[src/rtl/pcsq_pkg.sv]
// Package for the priority command slot queue.
// Holds slot constants, code constants, payload structs and control types.
// No dependencies.
package pcsq_pkg;

    localparam int SLOT_COUNT = 4;
    localparam int SLOT_W     = 2;
    localparam int CNT_W      = SLOT_W + 1;

    // command codes
    localparam logic [1:0] CMD_SUBMIT   = 2'd0;
    localparam logic [1:0] CMD_DRAIN    = 2'd1;
    localparam logic [1:0] CMD_COMPLETE = 2'd2;
    localparam logic [1:0] CMD_COLLECT  = 2'd3;

    // outcome codes
    localparam logic [3:0] OC_QUEUED    = 4'd0;
    localparam logic [3:0] OC_MERGED    = 4'd1;
    localparam logic [3:0] OC_FULL      = 4'd2;
    localparam logic [3:0] OC_STALE     = 4'd3;
    localparam logic [3:0] OC_FREED     = 4'd4;
    localparam logic [3:0] OC_SIGNALLED = 4'd5;
    localparam logic [3:0] OC_COLLECTED = 4'd6;
    localparam logic [3:0] OC_TIMEOUT   = 4'd7;
    localparam logic [3:0] OC_DISPATCH  = 4'd8;

    // receipt status codes
    localparam logic [2:0] ST_ACCEPTED = 3'd0;
    localparam logic [2:0] ST_REJECTED = 3'd1;
    localparam logic [2:0] ST_FAILED   = 3'd2;
    localparam logic [2:0] ST_TIMEOUT  = 3'd3;
    localparam logic [2:0] ST_BUSY     = 3'd4;

    // configuration register indexes
    localparam logic [1:0] CFG_STOP_KIND    = 2'd0;
    localparam logic [1:0] CFG_BUSY_EFFECT  = 2'd1;
    localparam logic [1:0] CFG_TMO_EFFECT   = 2'd2;

    typedef struct packed {
        logic [1:0]  cmd;
        logic [7:0]  cmd_kind;
        logic        wait_for_result;
        logic [63:0] given_request_id;
        logic [1:0]  slot_in;
        logic [31:0] generation_in;
        logic        verdict_allowed;
        logic        effect_failed;
        logic [7:0]  reject_code_in;
        logic [7:0]  effect_code_in;
        logic        timed_out;
    } t_in_item;

    typedef struct packed {
        logic [3:0]  outcome;
        logic [1:0]  slot_out;
        logic [31:0] generation_out;
        logic [63:0] request_id_out;
        logic [7:0]  kind_out;
        logic        preempted;
        logic [7:0]  evicted_kind;
        logic [63:0] evicted_request_id;
        logic [2:0]  receipt_status;
        logic [7:0]  reject_code_out;
        logic [7:0]  effect_code_out;
        logic        last;
    } t_out_item;

    typedef enum logic [1:0] {
        S_IDLE,
        S_EXEC,
        S_EMIT,
        S_OUT
    } t_state;

    // controller to datapath
    typedef struct packed {
        logic load;
        logic exec;
        logic emit;
        logic next;
    } t_dp_cmd;

    // datapath to controller
    typedef struct packed {
        logic is_drain;
        logic drain_empty;
        logic drain_last;
    } t_dp_status;

endpackage

[src/rtl/pcsq_ctrl.sv]
// Controller state machine of the priority command slot queue.
// Depends on pcsq_pkg for the state and command/status types.
module pcsq_ctrl (
    input  logic                  i_clk,
    input  logic                  i_rst_n,
    input  logic                  i_in_valid,
    input  logic                  i_out_ready,
    input  pcsq_pkg::t_dp_status  i_status,
    output pcsq_pkg::t_dp_cmd     o_cmd,
    output logic                  o_in_ready,
    output logic                  o_out_valid
);

    pcsq_pkg::t_state r_state, n_state;

    // advance state
    always_ff @(posedge i_clk) begin
        if (!i_rst_n) begin
            r_state <= pcsq_pkg::S_IDLE;
        end else begin
            r_state <= n_state;
        end
    end

    // next state
    always_comb begin
        n_state = r_state;
        case (r_state)
            pcsq_pkg::S_IDLE: begin
                if (i_in_valid) n_state = pcsq_pkg::S_EXEC;
            end
            pcsq_pkg::S_EXEC: begin
                if (!i_status.is_drain)        n_state = pcsq_pkg::S_OUT;
                else if (i_status.drain_empty) n_state = pcsq_pkg::S_IDLE;
                else                           n_state = pcsq_pkg::S_EMIT;
            end
            pcsq_pkg::S_EMIT: begin
                n_state = pcsq_pkg::S_OUT;
            end
            pcsq_pkg::S_OUT: begin
                if (i_out_ready) begin
                    if (i_status.is_drain && !i_status.drain_last) n_state = pcsq_pkg::S_EMIT;
                    else                                           n_state = pcsq_pkg::S_IDLE;
                end
            end
            default: n_state = pcsq_pkg::S_IDLE;
        endcase
    end

    // outputs
    always_comb begin
        o_cmd       = '0;
        o_in_ready  = 1'b0;
        o_out_valid = 1'b0;
        case (r_state)
            pcsq_pkg::S_IDLE: begin
                o_in_ready = 1'b1;
                o_cmd.load = i_in_valid;
            end
            pcsq_pkg::S_EXEC: begin
                o_cmd.exec = 1'b1;
            end
            pcsq_pkg::S_EMIT: begin
                o_cmd.emit = 1'b1;
            end
            pcsq_pkg::S_OUT: begin
                o_out_valid = 1'b1;
                o_cmd.next  = i_out_ready && i_status.is_drain && !i_status.drain_last;
            end
            default: begin
                o_in_ready = 1'b0;
            end
        endcase
    end

endmodule

[src/rtl/pcsq_dp.sv]
// Datapath of the priority command slot queue: slot table, counters,
// configuration registers, drain list and result register. Uses pcsq_pkg.
module pcsq_dp (
    input  logic                  i_clk,
    input  logic                  i_rst_n,
    input  pcsq_pkg::t_dp_cmd     i_cmd,
    output pcsq_pkg::t_dp_status  o_status,
    input  pcsq_pkg::t_in_item    i_in_data,
    output pcsq_pkg::t_out_item   o_out_data,
    input  logic                  i_cfg_valid,
    input  logic [1:0]            i_cfg_index,
    input  logic [7:0]            i_cfg_data
);

    localparam int N = pcsq_pkg::SLOT_COUNT;
    localparam int SW = pcsq_pkg::SLOT_W;
    localparam int CW = pcsq_pkg::CNT_W;

    pcsq_pkg::t_in_item  r_in;
    pcsq_pkg::t_out_item r_out, n_out;
    logic [7:0]  r_stop, r_busy, r_tmo;
    logic        r_used [N];
    logic        n_used [N];
    logic        r_wait [N];
    logic        n_wait [N];
    logic [31:0] r_gen  [N];
    logic [31:0] n_gen  [N];
    logic [7:0]  r_kind [N];
    logic [7:0]  n_kind [N];
    logic [63:0] r_rid  [N];
    logic [63:0] n_rid  [N];
    logic [2:0]  r_rst  [N];
    logic [2:0]  n_rst  [N];
    logic [7:0]  r_rej  [N];
    logic [7:0]  n_rej  [N];
    logic [7:0]  r_eff  [N];
    logic [7:0]  n_eff  [N];
    logic [31:0] r_gcnt, n_gcnt;
    logic [63:0] r_rcnt, n_rcnt;
    logic [SW-1:0] r_order [N];
    logic [SW-1:0] n_order [N];
    logic [CW-1:0] r_n, n_n, r_j, n_j;

    logic [SW-1:0] rd_idx;
    logic          rd_used, rd_wait;
    logic [31:0]   rd_gen;
    logic [7:0]    rd_kind;
    logic [63:0]   rd_rid;
    logic [2:0]    rd_rst;
    logic [7:0]    rd_rej, rd_eff;

    // single read port of the slot table
    assign rd_idx  = i_cmd.emit ? r_order[r_j[SW-1:0]] : r_in.slot_in;
    assign rd_used = r_used[rd_idx];
    assign rd_wait = r_wait[rd_idx];
    assign rd_gen  = r_gen[rd_idx];
    assign rd_kind = r_kind[rd_idx];
    assign rd_rid  = r_rid[rd_idx];
    assign rd_rst  = r_rst[rd_idx];
    assign rd_rej  = r_rej[rd_idx];
    assign rd_eff  = r_eff[rd_idx];

    // the list length is judged while the drain executes, from the fresh count
    assign o_status.is_drain    = (r_in.cmd == pcsq_pkg::CMD_DRAIN);
    assign o_status.drain_empty = (n_n == '0);
    assign o_status.drain_last  = ((r_j + CW'(1)) == r_n);
    assign o_out_data = r_out;

    // execute the request or emit one drain entry
    always_comb begin
        logic          prio, m_hit, f_hit, p0_hit, p1_hit, cur, do_fill;
        logic [SW-1:0] m_i, f_i, p0_i, p1_i, t_i;
        logic [63:0]   m_rid, p0_rid, p1_rid, rid;
        logic [31:0]   m_gen;
        logic [7:0]    p0_kind, p1_kind;
        logic [2:0]    st;
        logic [7:0]    eff;
        logic [CW-1:0] cnt;

        n_out   = r_out;
        n_gcnt  = r_gcnt;
        n_rcnt  = r_rcnt;
        n_order = r_order;
        n_n     = r_n;
        n_j     = r_j;
        for (int i = 0; i < N; i++) begin
            n_used[i] = r_used[i];
            n_wait[i] = r_wait[i];
            n_gen[i]  = r_gen[i];
            n_kind[i] = r_kind[i];
            n_rid[i]  = r_rid[i];
            n_rst[i]  = r_rst[i];
            n_rej[i]  = r_rej[i];
            n_eff[i]  = r_eff[i];
        end

        prio  = (r_in.cmd_kind == r_stop);
        m_hit = 1'b0; f_hit = 1'b0; p0_hit = 1'b0; p1_hit = 1'b0;
        m_i = '0; f_i = '0; p0_i = '0; p1_i = '0; t_i = '0;
        m_rid = '0; p0_rid = '0; p1_rid = '0; m_gen = '0;
        p0_kind = '0; p1_kind = '0;
        do_fill = 1'b0;
        cnt = '0;

        // scan slots for merge, free and preemption candidates
        for (int i = 0; i < N; i++) begin
            if (!m_hit && r_used[i] && r_kind[i] == r_in.cmd_kind && !r_wait[i]) begin
                m_hit = 1'b1; m_i = SW'(i); m_rid = r_rid[i]; m_gen = r_gen[i];
            end
            if (!f_hit && !r_used[i]) begin
                f_hit = 1'b1; f_i = SW'(i);
            end
            if (!p0_hit && r_used[i] && r_kind[i] != r_stop && !r_wait[i]) begin
                p0_hit = 1'b1; p0_i = SW'(i); p0_kind = r_kind[i]; p0_rid = r_rid[i];
            end
            if (!p1_hit && r_used[i] && r_kind[i] != r_stop) begin
                p1_hit = 1'b1; p1_i = SW'(i); p1_kind = r_kind[i]; p1_rid = r_rid[i];
            end
        end

        rid = (r_in.given_request_id != '0) ? r_in.given_request_id : (r_rcnt + 64'd1);
        cur = rd_used && (rd_gen == r_in.generation_in);

        if (r_in.verdict_allowed == 1'b0) begin
            st = pcsq_pkg::ST_REJECTED; eff = '0;
        end else if (r_in.effect_failed) begin
            st = pcsq_pkg::ST_FAILED;   eff = r_in.effect_code_in;
        end else begin
            st = pcsq_pkg::ST_ACCEPTED; eff = '0;
        end

        if (i_cmd.exec) begin
            n_out      = '0;
            n_out.last = 1'b1;
            case (r_in.cmd)
                pcsq_pkg::CMD_SUBMIT: begin
                    if (r_in.given_request_id == '0) n_rcnt = r_rcnt + 64'd1;
                    n_out.request_id_out  = rid;
                    n_out.kind_out        = r_in.cmd_kind;
                    n_out.receipt_status  = pcsq_pkg::ST_BUSY;
                    n_out.effect_code_out = r_busy;
                    if (prio && m_hit) begin
                        n_out.outcome        = pcsq_pkg::OC_MERGED;
                        n_out.request_id_out = m_rid;
                        if (r_in.wait_for_result) begin
                            n_wait[m_i]          = 1'b1;
                            n_out.slot_out       = m_i;
                            n_out.generation_out = m_gen;
                        end
                    end else if (f_hit) begin
                        do_fill = 1'b1; t_i = f_i;
                    end else if (prio && p0_hit) begin
                        do_fill = 1'b1; t_i = p0_i;
                        n_out.preempted          = 1'b1;
                        n_out.evicted_kind       = p0_kind;
                        n_out.evicted_request_id = p0_rid;
                    end else if (prio && p1_hit) begin
                        do_fill = 1'b1; t_i = p1_i;
                        n_out.preempted          = 1'b1;
                        n_out.evicted_kind       = p1_kind;
                        n_out.evicted_request_id = p1_rid;
                    end else begin
                        n_out.outcome = pcsq_pkg::OC_FULL;
                    end
                    // claim a slot with a fresh generation
                    if (do_fill) begin
                        n_gcnt               = r_gcnt + 32'd1;
                        n_used[t_i]          = 1'b1;
                        n_wait[t_i]          = r_in.wait_for_result;
                        n_gen[t_i]           = n_gcnt;
                        n_kind[t_i]          = r_in.cmd_kind;
                        n_rid[t_i]           = rid;
                        n_rst[t_i]           = pcsq_pkg::ST_BUSY;
                        n_rej[t_i]           = '0;
                        n_eff[t_i]           = r_busy;
                        n_out.outcome        = pcsq_pkg::OC_QUEUED;
                        n_out.slot_out       = t_i;
                        n_out.generation_out = n_gcnt;
                    end
                end
                pcsq_pkg::CMD_DRAIN: begin
                    // list stop slots first, then the rest
                    for (int i = 0; i < N; i++) begin
                        if (r_used[i] && r_kind[i] == r_stop) begin
                            n_order[cnt[SW-1:0]] = SW'(i);
                            cnt = cnt + CW'(1);
                        end
                    end
                    for (int i = 0; i < N; i++) begin
                        if (r_used[i] && r_kind[i] != r_stop) begin
                            n_order[cnt[SW-1:0]] = SW'(i);
                            cnt = cnt + CW'(1);
                        end
                    end
                    n_n = cnt;
                    n_j = '0;
                end
                pcsq_pkg::CMD_COMPLETE: begin
                    n_out.slot_out       = r_in.slot_in;
                    n_out.generation_out = r_in.generation_in;
                    if (!cur) begin
                        n_out.outcome = pcsq_pkg::OC_STALE;
                    end else begin
                        n_rst[r_in.slot_in]   = st;
                        n_rej[r_in.slot_in]   = r_in.reject_code_in;
                        n_eff[r_in.slot_in]   = eff;
                        n_out.outcome         = rd_wait ? pcsq_pkg::OC_SIGNALLED
                                                        : pcsq_pkg::OC_FREED;
                        n_out.request_id_out  = rd_rid;
                        n_out.kind_out        = rd_kind;
                        n_out.receipt_status  = st;
                        n_out.reject_code_out = r_in.reject_code_in;
                        n_out.effect_code_out = eff;
                        if (!rd_wait) n_used[r_in.slot_in] = 1'b0;
                    end
                end
                pcsq_pkg::CMD_COLLECT: begin
                    n_out.slot_out       = r_in.slot_in;
                    n_out.generation_out = r_in.generation_in;
                    if (cur) begin
                        n_used[r_in.slot_in] = 1'b0;
                        n_wait[r_in.slot_in] = 1'b0;
                        n_out.request_id_out = rd_rid;
                        n_out.kind_out       = rd_kind;
                    end
                    if (r_in.timed_out || !cur) begin
                        n_out.outcome         = pcsq_pkg::OC_TIMEOUT;
                        n_out.receipt_status  = pcsq_pkg::ST_TIMEOUT;
                        n_out.effect_code_out = r_tmo;
                    end else begin
                        n_out.outcome         = pcsq_pkg::OC_COLLECTED;
                        n_out.receipt_status  = rd_rst;
                        n_out.reject_code_out = rd_rej;
                        n_out.effect_code_out = rd_eff;
                    end
                end
                default: n_out.outcome = pcsq_pkg::OC_STALE;
            endcase
        end else if (i_cmd.emit) begin
            n_out                = '0;
            n_out.outcome        = pcsq_pkg::OC_DISPATCH;
            n_out.slot_out       = rd_idx;
            n_out.generation_out = rd_gen;
            n_out.request_id_out = rd_rid;
            n_out.kind_out       = rd_kind;
            n_out.last           = ((r_j + CW'(1)) == r_n);
        end

        if (i_cmd.next) n_j = r_j + CW'(1);
    end

    // control state with reset
    always_ff @(posedge i_clk) begin
        if (!i_rst_n) begin
            r_stop <= '0;
            r_busy <= '0;
            r_tmo  <= '0;
            r_gcnt <= '0;
            r_rcnt <= '0;
            r_n    <= '0;
            r_j    <= '0;
            for (int i = 0; i < N; i++) begin
                r_used[i] <= 1'b0;
                r_wait[i] <= 1'b0;
                r_gen[i]  <= '0;
            end
        end else begin
            if (i_cfg_valid) begin
                case (i_cfg_index)
                    pcsq_pkg::CFG_STOP_KIND:   r_stop <= i_cfg_data;
                    pcsq_pkg::CFG_BUSY_EFFECT: r_busy <= i_cfg_data;
                    pcsq_pkg::CFG_TMO_EFFECT:  r_tmo  <= i_cfg_data;
                    default: r_stop <= r_stop;
                endcase
            end
            r_gcnt <= n_gcnt;
            r_rcnt <= n_rcnt;
            r_n    <= n_n;
            r_j    <= n_j;
            for (int i = 0; i < N; i++) begin
                r_used[i] <= n_used[i];
                r_wait[i] <= n_wait[i];
                r_gen[i]  <= n_gen[i];
            end
        end
    end

    // payload registers
    always_ff @(posedge i_clk) begin
        if (i_cmd.load) r_in <= i_in_data;
        r_out   <= n_out;
        r_order <= n_order;
        for (int i = 0; i < N; i++) begin
            r_kind[i] <= n_kind[i];
            r_rid[i]  <= n_rid[i];
            r_rst[i]  <= n_rst[i];
            r_rej[i]  <= n_rej[i];
            r_eff[i]  <= n_eff[i];
        end
    end

endmodule

[src/rtl/priority_command_slot_queue.sv]
// Top level of the priority command slot queue.
// Joins pcsq_ctrl and pcsq_dp; types from pcsq_pkg.
//
//   Channel   Direction  Handshake                Payload
//   in        to block   i_in_valid/o_in_ready    i_in_data  (t_in_item)
//   out       from block o_out_valid/i_out_ready  o_out_data (t_out_item)
//   cfg       to block   i_cfg_valid/o_cfg_ready  i_cfg_index, i_cfg_data
//
// Submit, complete and collect pass accept, execute and present; a stalled
// result holds. A drain passes accept and execute, then the controller
// walks the list one entry per result. One request is in flight at a time.
// Reset clears the slot flags, generations and both counters at once.
// Configuration writes are always taken.
module priority_command_slot_queue (
    input  logic                 i_clk,
    input  logic                 i_rst_n,
    input  logic                 i_in_valid,
    output logic                 o_in_ready,
    input  pcsq_pkg::t_in_item   i_in_data,
    output logic                 o_out_valid,
    input  logic                 i_out_ready,
    output pcsq_pkg::t_out_item  o_out_data,
    input  logic                 i_cfg_valid,
    output logic                 o_cfg_ready,
    input  logic [1:0]           i_cfg_index,
    input  logic [7:0]           i_cfg_data
);

    pcsq_pkg::t_dp_cmd    w_cmd;
    pcsq_pkg::t_dp_status w_status;

    assign o_cfg_ready = 1'b1;

    pcsq_ctrl u_ctrl (
        .i_clk       (i_clk),
        .i_rst_n     (i_rst_n),
        .i_in_valid  (i_in_valid),
        .i_out_ready (i_out_ready),
        .i_status    (w_status),
        .o_cmd       (w_cmd),
        .o_in_ready  (o_in_ready),
        .o_out_valid (o_out_valid)
    );

    pcsq_dp u_dp (
        .i_clk       (i_clk),
        .i_rst_n     (i_rst_n),
        .i_cmd       (w_cmd),
        .o_status    (w_status),
        .i_in_data   (i_in_data),
        .o_out_data  (o_out_data),
        .i_cfg_valid (i_cfg_valid),
        .i_cfg_index (i_cfg_index),
        .i_cfg_data  (i_cfg_data)
    );

endmodule

[config.mk]
export PLATFORM = sky130hd
export DESIGN_NAME = priority_command_slot_queue
export DESIGN_NICKNAME = d
export VERILOG_FILES = /design/src/rtl/pcsq_pkg.sv /design/src/rtl/pcsq_ctrl.sv /design/src/rtl/pcsq_dp.sv /design/src/rtl/priority_command_slot_queue.sv
export SDC_FILE = /design/constraint.sdc
export NUM_CORES = 2
export LEC_CHECK = 0
export BUFFER_PORTS_ARGS = -buffer_cell sky130_fd_sc_hd__buf_4
export CORE_MARGIN = 1.5
export CORE_UTILIZATION = 31
export CTS_CLUSTER_SIZE = 30
export DETAILED_ROUTE_END_ITERATION = 8
export GPL_TIMING_DRIVEN = 0
export MAX_ROUTING_LAYER = met4
export PLACE_DENSITY_LB_ADDON = 0.15
export SLEW_MARGIN = 20
export SYNTH_ARGS = -nofsm -noshare
export SYNTH_HDL_FRONTEND = slang
export SYNTH_SLANG_ARGS = --single-unit
[constraint.sdc]
create_clock -name i_clk -period 12 [get_ports i_clk]
set_clock_uncertainty 0.1 [all_clocks]
set_input_delay 0 -clock i_clk [delete_from_list [all_inputs] [get_ports i_clk]]
set_output_delay 0 -clock i_clk [all_outputs]
set_load 0.05 [all_outputs]
==> summary.md <==
| Metric | Value |
|---|---|
| Placed Instances | `7358` |
| DRC Markers | `54` |
| Final Hold Viols | `0` |
| HP Class | `in -> reg` |
| Reg2reg path depth | `17` |
| Final min period | `7.34 ns` |
| CP Launch Type | `register` |
| Clk buf depth | `3` |
| Via count normalized by instance count | `5.87` |
| Worst EP arrival | `7.62 ns` |
| Status | `finished with violations` |
| Ys Warns | `0` |
| Period Utilization, post-route | `0.612` |
| Final std cells w/o fill | `7864` |
| Post-Syn Area per Cell | `10.7 µm²` |
| Post-synthesis net count | `4967` |
| Max-slew headroom | `0.148` |
| Final ANT Viol Nets | `0` |
| Fin util | `0.389` |
| Largest area contributor in the netlist | `edfxtp_1` |
| Initial antenna violation count | `14` |
| Die Width | `411 µm` |
| Clock H-tree levels | `3` |
| Clock root buffer | `clkbuf_16` |
| Mapped Area | `0.0515 mm²` |
| Multi-input gate area | `0.0232 mm²` |
| Synth async-reset ratio | `0` |
| Share of the synthesized area in the top cell type | `0.413` |
| Total power | `8.85 mW` |
| RSZ-0062 raised after global routing | `no` |
| Share of cells above drive strength 1 | `0.134` |
| Final HPWL DP | `168 mm` |
| # port buffers | `347` |
| Clk slew on worst S/H paths | `0.07 ns` |
| Post-Syn Instances | `4792` |
| # nets final | `5746` |
| VDD IR-drop max | `0.000108 V` |
| # fillers | `16200` |
| Gr ovfl total | `0` |
| CTS sink count | `967` |
| Placement Rows | `149` |
| Syn-to-layout area delta | `24.7%` |
| Max cap viols | `0` |
| Tightest Pin Transition | `1.27 ns` |
| Hold path depth | `5` |
| Total GRT Usage | `0.277` |
| Drt wl/cell | `29.8 µm` |
| Drt pass-1 iters | `9` |
| Endpoints failing setup | `0` |
| Initial core utilization | `0.312` |
| Vias in the first global route | `43600` |
| Register area share after synthesis | `0.514` |
| GPL Wtd Cong | `0.954` |
| Number of synthesized flops with an enable pin | `708` |
| Violated checks | `design-rule violations` |
| Nature of the critical path endpoint | `register` |
| Critical path type | `reg -> reg` |
| P_leak | `23.1 nW` |
| Io pins | `349` |
| Yosys reg bits | `967` |
| Routed wire length | `234 mm` |
| Reg2reg end | `u_dp.r_eff[1][2]$_DFFE_PP_` |
| Hold Path Sink | `u_dp.r_wait[3]$_DFF_P_` |
| Largest net degree at the start of global routing | `58` |
| Reg2reg start | `u_ctrl.r_state[0]$_SDFFE_PN0P_` |
| Synth Flop Type | `edfxtp_1` |
| Setup TNS | `0 ns` |
| Power per cell area | `138 mW/mm²` |
| Worst skew pair latency | `0.79 ns` |
| Worst EP required | `12.28 ns` |
| Max FO, Critical Path | `10` |
| R2r setup slk | `4.66 ns` |
| Drt initial violations | `5858` |
| Dominant cells by area after synthesis | `edfxtp_1, dfxtp_1, mux4_2` |
| Die ar. | `0.169 mm²` |
| Num CTS Buffers | `115` |
| Final slew viol count | `0` |
| CTS tree | `yes` |
| Fmax | `0.136 GHz` |
| Hold Startpoint | `i_rst_n` |
| Vias | `46100` |
| Hold_ws | `0.238 ns` |
| Core area | `0.165 mm²` |
| First-pass GRT wire length | `330 mm` |
| Netlist cell types | `93` |
| Storage element area | `0.0264 mm²` |
| Die height | `411 µm` |
==> state kept, by name (all words and copies together) (netlist names) <==
signal,cells
u_dp.r_n,3
u_ctrl.r_state,2
u_dp.r_gen,128
u_dp.o_out_data,203
u_dp.r_stop,8
u_dp.r_gcnt,32
u_dp.r_wait,4
u_dp.r_j,3
u_dp.r_tmo,8
u_dp.r_busy,8
u_dp.r_in,128
u_dp.r_rst,12
u_dp.r_rej,32
u_dp.r_used,4
u_dp.r_rcnt,64
u_dp.r_kind,32
u_dp.r_eff,32
u_dp.r_order,8
u_dp.r_rid,256
==> cells in the final DEF, fill, tap and decap left out, types with 68 or more instances in the layout <==
master	instances
edfxtp_1	708
nand2_1	514
nor2_1	431
buf_4	356
clkbuf_1	334
dlygate4sd3_1	284
dfxtp_1	259
a221oi_1	236
a22oi_1	233
o21ai_0	187
xnor2_1	147
o211a_1	116
clkbuf_16	115
xor2_1	107
and2_1	97
mux2i_1	95
nand3_1	93
mux4_2	92
a21oi_1	74
o22a_1	72
o22ai_1	71
o21bai_1	68
==> cell usage after synthesis (8+ instances only) <==
| master | number |
|---|---|
| and2_1 | 97 |
| o211ai_1 | 14 |
| a32oi_1 | 10 |
| mux2_2 | 8 |
| edfxtp_1 | 708 |
| dfxtp_1 | 259 |
| ha_1 | 32 |
| a211oi_1 | 16 |
| mux2i_1 | 95 |
| nor4_1 | 38 |
| nand2b_1 | 20 |
| a221oi_1 | 236 |
| o2111ai_1 | 8 |
| o21bai_1 | 68 |
| nand4_1 | 38 |
| nor3_1 | 39 |
| and3_1 | 45 |
| o211a_1 | 116 |
| o21ai_0 | 187 |
| mux4_2 | 92 |
| nand2_1 | 514 |
| o21ai_1 | 47 |
| a31oi_1 | 35 |
| xnor2_1 | 147 |
| or2_2 | 9 |
| a21oi_1 | 78 |
| a21boi_0 | 35 |
| a21o_1 | 10 |
| nor2_1 | 435 |
| xor2_1 | 107 |
| or3_1 | 41 |
| o22ai_1 | 71 |
| nand3_1 | 93 |
| o221ai_1 | 15 |
| inv_1 | 62 |
| and4_1 | 16 |
| buf_1 | 37 |
| a22o_1 | 50 |
| nor2b_1 | 57 |
| a221o_1 | 25 |
| clkbuf_1 | 332 |
| o22a_1 | 72 |
| buf_6 | 11 |
| buf_2 | 16 |
| a22oi_1 | 233 |
==> cell families after synthesis <==
group / count (synthesis) / synth area share
and+or+nand+nor: 1476 / 0.132
AOI/OAI and AO/OA: 1396 / 0.205
DFF: 967 / 0.514
buffers and inverters: 468 / 0.0370
xor gates and xnor gates: 255 / 0.0436
muxes: 197 / 0.0610
adders and majority gates: 32 / 0.00777
other: 1 / 0.0000728
==> power by group <==
group | switching, mW | total [mW] | internal (mW)
Combinational | 0.940 | 1.39 | 0.453
Sequential | 0.118 | 3.89 | 3.77
Clock | 1.53 | 3.57 | 2.03
==> repair_timing <==
| action | in CTS | in global routing |
|---|---|---|
| buffers inserted | 0 | 0 |
| resized for setup | 0 | 0 |
| hold endpoints to repair | 231 | 0 |
| hold buffers | 284 | 0 |
==> stage by stage <==
stage,instance area (µm²),setup WS [ns]
2_1_floorplan,51500,4.84
3_3_place_gp,56800,0.240
3_5_place_dp,57600,5.00
4_1_cts,64200,4.91
5_1_grt,64200,4.49
6_report,64200,4.66
==> per-layer routing <==
layer  wire [µm]  global-route usage
met4        8980              0.0962
met3       22200              0.0528
met5           0                   -
met1      101000               0.382
met2      102000               0.405
==> how the worst max path moves through the flow <==
stage | endpoint | start | cells past startpoint
2_1_floorplan | u_dp.r_in[0]$_DFFE_PP_ | u_ctrl.r_state[1]$_SDFFE_PN0P_ | 4
3_3_place_gp | u_dp.r_in[21]$_DFFE_PP_ | u_ctrl.r_state[1]$_SDFFE_PN0P_ | 4
3_5_place_dp | u_ctrl.r_state[1]$_SDFFE_PN0P_ | u_dp.r_stop[0]$_SDFFE_PN0P_ | 26
4_1_cts | u_dp.r_rej[2][0]$_DFFE_PP_ | u_ctrl.r_state[0]$_SDFFE_PN0P_ | 17
5_1_grt | u_dp.r_eff[2][0]$_DFFE_PP_ | u_ctrl.r_state[0]$_SDFFE_PN0P_ | 17
6_report | u_dp.r_eff[1][2]$_DFFE_PP_ | u_ctrl.r_state[0]$_SDFFE_PN0P_ | 17
==> critical path: stages (launching register included) <==
cell and delay [ns]:
dfxtp_1 0.34, inv_1 0.15, ha_1 0.20, clkbuf_1 0.32, nand2_1 0.20, o221ai_2 0.70
buf_2 0.45, buf_2 0.31, buf_2 0.33, buf_2 0.40, nor3_1 0.10, a2111oi_0 0.92
nand4_1 0.16, or4_1 0.55, nor4_2 0.16, buf_4 0.22, o211ai_1 0.36, nor2_1 0.94
==> cell type report <==
cell class | instances | area share
Clock buffer | 140 | 0.0471
Antenna cell | 7 | 0.000273
Buffer | 403 | 0.0264
Tap cell | 2189 | 0.0426
Inverter | 65 | 0.00380
Timing Repair Buffer | 662 | 0.0943
Multi-Input combinational cell | 3357 | 0.362
Sequential cell | 967 | 0.412
Clock inverter | 74 | 0.0119
Note: power is estimated with default switching activity, not from simulation.
